File: src/design/cre_pkg.sv
`default_nettype none
// ----------------------------------------------------------------------------
// cre_pkg
// shared types and codes for the catmull-rom segment evaluator
// ----------------------------------------------------------------------------
package cre_pkg;

    // fixed field widths
    localparam int PT_W   = 32;   // control point, signed q16.16
    localparam int FRAC_W = 17;   // fraction, unsigned q1.16
    localparam int IDX_W  = 8;    // point index field
    localparam int CNT_W  = 9;    // point_count register
    localparam int ACC_W  = 40;   // horner accumulator, holds every step for t below two
    localparam int COEF_W = 36;   // c2 coefficient
    localparam int LIN_W  = 33;   // c1 and 2*p1

    // configuration register indexes
    localparam logic [0:0] CFG_POINT_COUNT = 1'b0;
    localparam logic [0:0] CFG_LOOP_MODE   = 1'b1;

    typedef enum logic [0:0] {
        OP_WRITE = 1'b0,
        OP_EVAL  = 1'b1
    } t_opcode;

    typedef enum logic [1:0] {
        ST_OK       = 2'd0,
        ST_PAST_END = 2'd1,
        ST_TOO_FEW  = 2'd2
    } t_status;

    // term added after each multiply step
    typedef enum logic [1:0] {
        TERM_C2 = 2'd0,
        TERM_C1 = 2'd1,
        TERM_P1 = 2'd2
    } t_term;

    // sequencer to datapath controls
    typedef struct packed {
        logic  cap_frac;
        logic  cap_p0;
        logic  cap_p1;
        logic  cap_p2;
        logic  load_coef;
        logic  step;
        t_term term;
    } t_dp_cmd;

endpackage
`default_nettype wire

File: src/design/cre_horner.sv
`default_nettype none
// ----------------------------------------------------------------------------
// cre_horner
// coefficient build and iterative horner evaluation on one shared multiplier
// ----------------------------------------------------------------------------
module cre_horner (
    input  logic             i_clk,
    input  cre_pkg::t_dp_cmd i_cmd,
    input  logic [16:0]      i_fraction,
    input  logic [31:0]      i_rd_data,
    output logic [31:0]      o_value
);
    import cre_pkg::*;

    logic        [FRAC_W-1:0]   r_t;
    logic signed [PT_W-1:0]     r_p0;
    logic signed [PT_W-1:0]     r_p1;
    logic signed [PT_W-1:0]     r_p2;
    logic signed [COEF_W-1:0]   r_c2;
    logic signed [LIN_W-1:0]    r_c1;
    logic signed [LIN_W-1:0]    r_p1x2;
    logic signed [ACC_W-1:0]    r_acc;

    logic signed [ACC_W-1:0]    w_e0, w_e1, w_e2, w_e3;
    logic signed [ACC_W-1:0]    w_c3, w_c2, w_c1, w_p1x2;
    logic signed [ACC_W+FRAC_W:0] w_prod;
    logic signed [ACC_W-1:0]    w_term;
    logic signed [ACC_W-1:0]    w_next;
    logic signed [ACC_W-1:0]    w_half;
    logic                       w_fits;

    // p3 is taken straight off the memory read data
    assign w_e0 = ACC_W'(r_p0);
    assign w_e1 = ACC_W'(r_p1);
    assign w_e2 = ACC_W'(r_p2);
    assign w_e3 = ACC_W'($signed(i_rd_data));

    assign w_c3   = w_e3 - w_e0 + (w_e1 <<< 1) + w_e1 - (w_e2 <<< 1) - w_e2;
    assign w_c2   = (w_e0 <<< 1) - (w_e1 <<< 2) - w_e1 + (w_e2 <<< 2) - w_e3;
    assign w_c1   = w_e2 - w_e0;
    assign w_p1x2 = w_e1 <<< 1;

    assign w_prod = r_acc * $signed({1'b0, r_t});

    always_comb begin
        case (i_cmd.term)
            TERM_C2: w_term = ACC_W'(r_c2);
            TERM_C1: w_term = ACC_W'(r_c1);
            TERM_P1: w_term = ACC_W'(r_p1x2);
            default: w_term = '0;
        endcase
    end

    // dropping the low 16 product bits rounds toward minus infinity
    assign w_next = $signed(w_prod[ACC_W+15:16]) + w_term;

    always_ff @(posedge i_clk) begin
        if (i_cmd.cap_frac) begin
            r_t <= i_fraction;
        end
        if (i_cmd.cap_p0) begin
            r_p0 <= $signed(i_rd_data);
        end
        if (i_cmd.cap_p1) begin
            r_p1 <= $signed(i_rd_data);
        end
        if (i_cmd.cap_p2) begin
            r_p2 <= $signed(i_rd_data);
        end
        if (i_cmd.load_coef) begin
            r_c2   <= COEF_W'(w_c2);
            r_c1   <= LIN_W'(w_c1);
            r_p1x2 <= LIN_W'(w_p1x2);
            r_acc  <= w_c3;
        end else if (i_cmd.step) begin
            r_acc <= w_next;
        end
    end

    // final halving and saturation to 32 bits
    assign w_half = r_acc >>> 1;
    assign w_fits = (&w_half[ACC_W-1:PT_W-1]) || !(|w_half[ACC_W-1:PT_W-1]);
    assign o_value = w_fits ? w_half[PT_W-1:0]
                   : (w_half[ACC_W-1] ? 32'h8000_0000 : 32'h7FFF_FFFF);

endmodule
`default_nettype wire

File: config.mk
export PLATFORM = sky130hd
export DESIGN_NAME = cre_horner
export DESIGN_NICKNAME = d
export VERILOG_FILES = /design/src/design/cre_pkg.sv /design/src/design/cre_horner.sv
export SDC_FILE = /design/constraint.sdc
export NUM_CORES = 2
export LEC_CHECK = 0
export ABC_AREA = 1
export BUFFER_PORTS_ARGS = -buffer_cell sky130_fd_sc_hd__buf_2
export CAP_MARGIN = 20
export CORE_ASPECT_RATIO = 1.2
export CORE_MARGIN = 2
export CORE_UTILIZATION = 55
export DETAILED_ROUTE_END_ITERATION = 16
export PLACE_DENSITY = 0.71
export SETUP_SLACK_MARGIN = 0.4
export SLEW_MARGIN = 20
export SYNTH_ARGS = -nofsm -noshare
export SYNTH_HDL_FRONTEND = slang
export SYNTH_SLANG_ARGS = --single-unit
export TNS_END_PERCENT = 100
File: constraint.sdc
create_clock -name i_clk -period 13.7 [get_ports i_clk]
set_input_delay 0.685 -clock i_clk [delete_from_list [all_inputs] [get_ports i_clk]]
set_output_delay 0.685 -clock i_clk [all_outputs]
set_load 0.01 [all_outputs]
==> impl_metrics.ini <==
[critical_path]
path_delay_family = adder cells
setup.worst_path.start_class = flop
cpMaxStageDelayCell = edfxtp_1
critPathKind = flop to flop
cp_data_arrival_time_ps = 9130
required_ps = 13950
cp_slowest_stage_delay_ps = 920
path_max_fanout = 18
worst-path-buf-inv = 3
crit_top_cell = nand2_1
end_kind = flop

[route]
dr.pass1.iters = 5
wl_per_cell_um = 19.9
drt_iter0_drc = 2477
wl_mm = 139
via_count = 37800
ant_nets = 0
drc_errors = 0
vias_per_cell = 5.40

[yosys]
yosysWarnings = 0
synth_area_leaders = fa_1, edfxtp_1, inv_1
avgSynthCellArea_sq_um = 8.05
synth_cell_types = 47
synth_cells = 5871
synthesis.area_sq_um = 47200
synth-seq-cells = 254
synth_top_area_share = 0.363
yosysSeqAreaShare = 0.161
syn_nets = 7060
synth_top_cell_by_area = fa_1

[cells_and_area]
drive_gt1_frac = 0.0351
synthToLayoutAreaGrowth_pct = 5.33
nets = 7039
n_antenna_cell = 0
final_cell_mix = inv_1, nand2_1, fa_1, nor2_1, ha_1
layout_commonest_cell = inv_1

[sta]
setup_viol = 0
fmax_mhz = 113
rsz0062_at_grt = no
worstMarginPinSlew_ps = 1050
final.min_clock_period_ps = 8880
setup-tns-final_ps = 0
maxSlewViolCount = 0
finalCritPeriodShare = 0.648
max_slew_margin = 0.296
finalHoldViolations = 0
fin_skew_ps = 28.7

[clock_network]
cts_resized = 0
clock_sinks = 254
clkSlewWorstSetupHoldPaths_ps = 60
worstSkewPairLatency_ps = 590
cts_hold_buf = 0
cts_tree = done
htree_levels = 2
numCtsBuffers = 35
clock-root-buffer = clkbuf_16
cts_setup_buffers = 0
clockBufferDepth = 3

[grt]
antenna_found_initial = 0
grt_max_degree = 67
grt_pass1_wl_mm = 220
grt_pass1_vias = 40700
grt.overflow.total = 0
track_usage = 0.324

[job]
cap_violations = 0

[hold_path]
hold_class = primary input to flop

[die]
num_rows = 117
ios = 90
dieHeight_um = 325
die_area_sq_um = 88300
die_x_um = 272
initial_core_util = 0.556
core_sq_um = 84900

[placement]
io_buffers = 89
gp_congestion = 1.03
place_hpwl_mm = 116

[outcome]
status = completed
state kept, by name, indices dropped and copies added (netlist names):
signal  flops
r_p1       32
r_p2       32
r_p0       32
r_t        17
r_c1       33
r_c2       36
r_acc      40
r_p1x2     32
synth_stat cells (all sizes together):
| cell type | instances |
|---|---|
| nor4 | 15 |
| o31ai | 3 |
| o21ai | 219 |
| nand3b | 7 |
| a2111oi | 1 |
| clkinv | 1 |
| edfxtp | 254 |
| a31oi | 25 |
| o221ai | 2 |
| o21bai | 20 |
| a221oi | 2 |
| or2 | 2 |
| a21oi | 253 |
| fa | 856 |
| a21boi | 15 |
| o211a | 1 |
| ha | 275 |
| o21a | 9 |
| nand2 | 1359 |
| a21o | 37 |
| nor3 | 34 |
| xnor2 | 31 |
| a31o | 3 |
| nand4 | 19 |
| o211ai | 4 |
| buf | 28 |
| and3 | 3 |
| clkbuf | 152 |
| and2 | 4 |
| xor2 | 86 |
| inv | 1610 |
| nor2 | 313 |
| nand3 | 228 |
cell type report:
cell class / count / area, sq um
Inverter: 1611 / 6050
Fill cell: 7854 / 35200
Clock inverter: 20 / 188
Tap cell: 1130 / 1410
Multi-Input combinational cell: 3826 / 32900
Clock buffer: 39 / 891
Timing Repair Buffer: 122 / 699
Sequential cell: 254 / 7630
cells by family (layout without fill, tap and decap cells):
group           count (synthesis)  after routing  share of synthesized area
simple gates                 1984           1984                      0.169
buf+inv                      1791           1792                      0.142
fa+ha+maj                    1131           1131                      0.436
compound gates                594            594                     0.0697
flops                         254            254                      0.161
xor+xnor                      117            117                     0.0217
path summary, 6_finish.rpt:
kind | from | endpoint | slack [ps] | cells past startpoint
max reg2reg | r_acc[12] | r_acc[26] | 4820 | 29
min | i_fraction[4] | r_t[4] | 300 | 1
max | r_acc[12] | r_acc[26] | 4820 | 29
min reg2reg | r_p1[31] | r_p1x2[32] | 610 | 0
metrics by stage:
stage | utilization | hold slack, ps | area (sq um) | setup slack [ps] | std cells
floorplan | - | 497 | 47200 | 6670 | 5871
global placement | 0.573 | 597 | 48700 | 4980 | 6943
detailed placement | 0.573 | 575 | 48700 | 4980 | 6943
CTS | 0.586 | 273 | 49800 | 4930 | 7002
global route | 0.586 | 289 | 49800 | 4310 | 7002
finish | 0.586 | 297 | 49800 | 4820 | 7002
routing by layer:
layer,global-route usage,up-vias,part of all wire
li1,-,17400,-
met1,0.380,18700,0.37
met2,0.589,1275,0.52
met5,0,-,0
met3,0.0328,396,0.050
met4,0.163,0,0.059
Power is left out: the tool's default activity adds up to more than one toggle a clock period on the data nets, which glitch-free logic cannot reach.
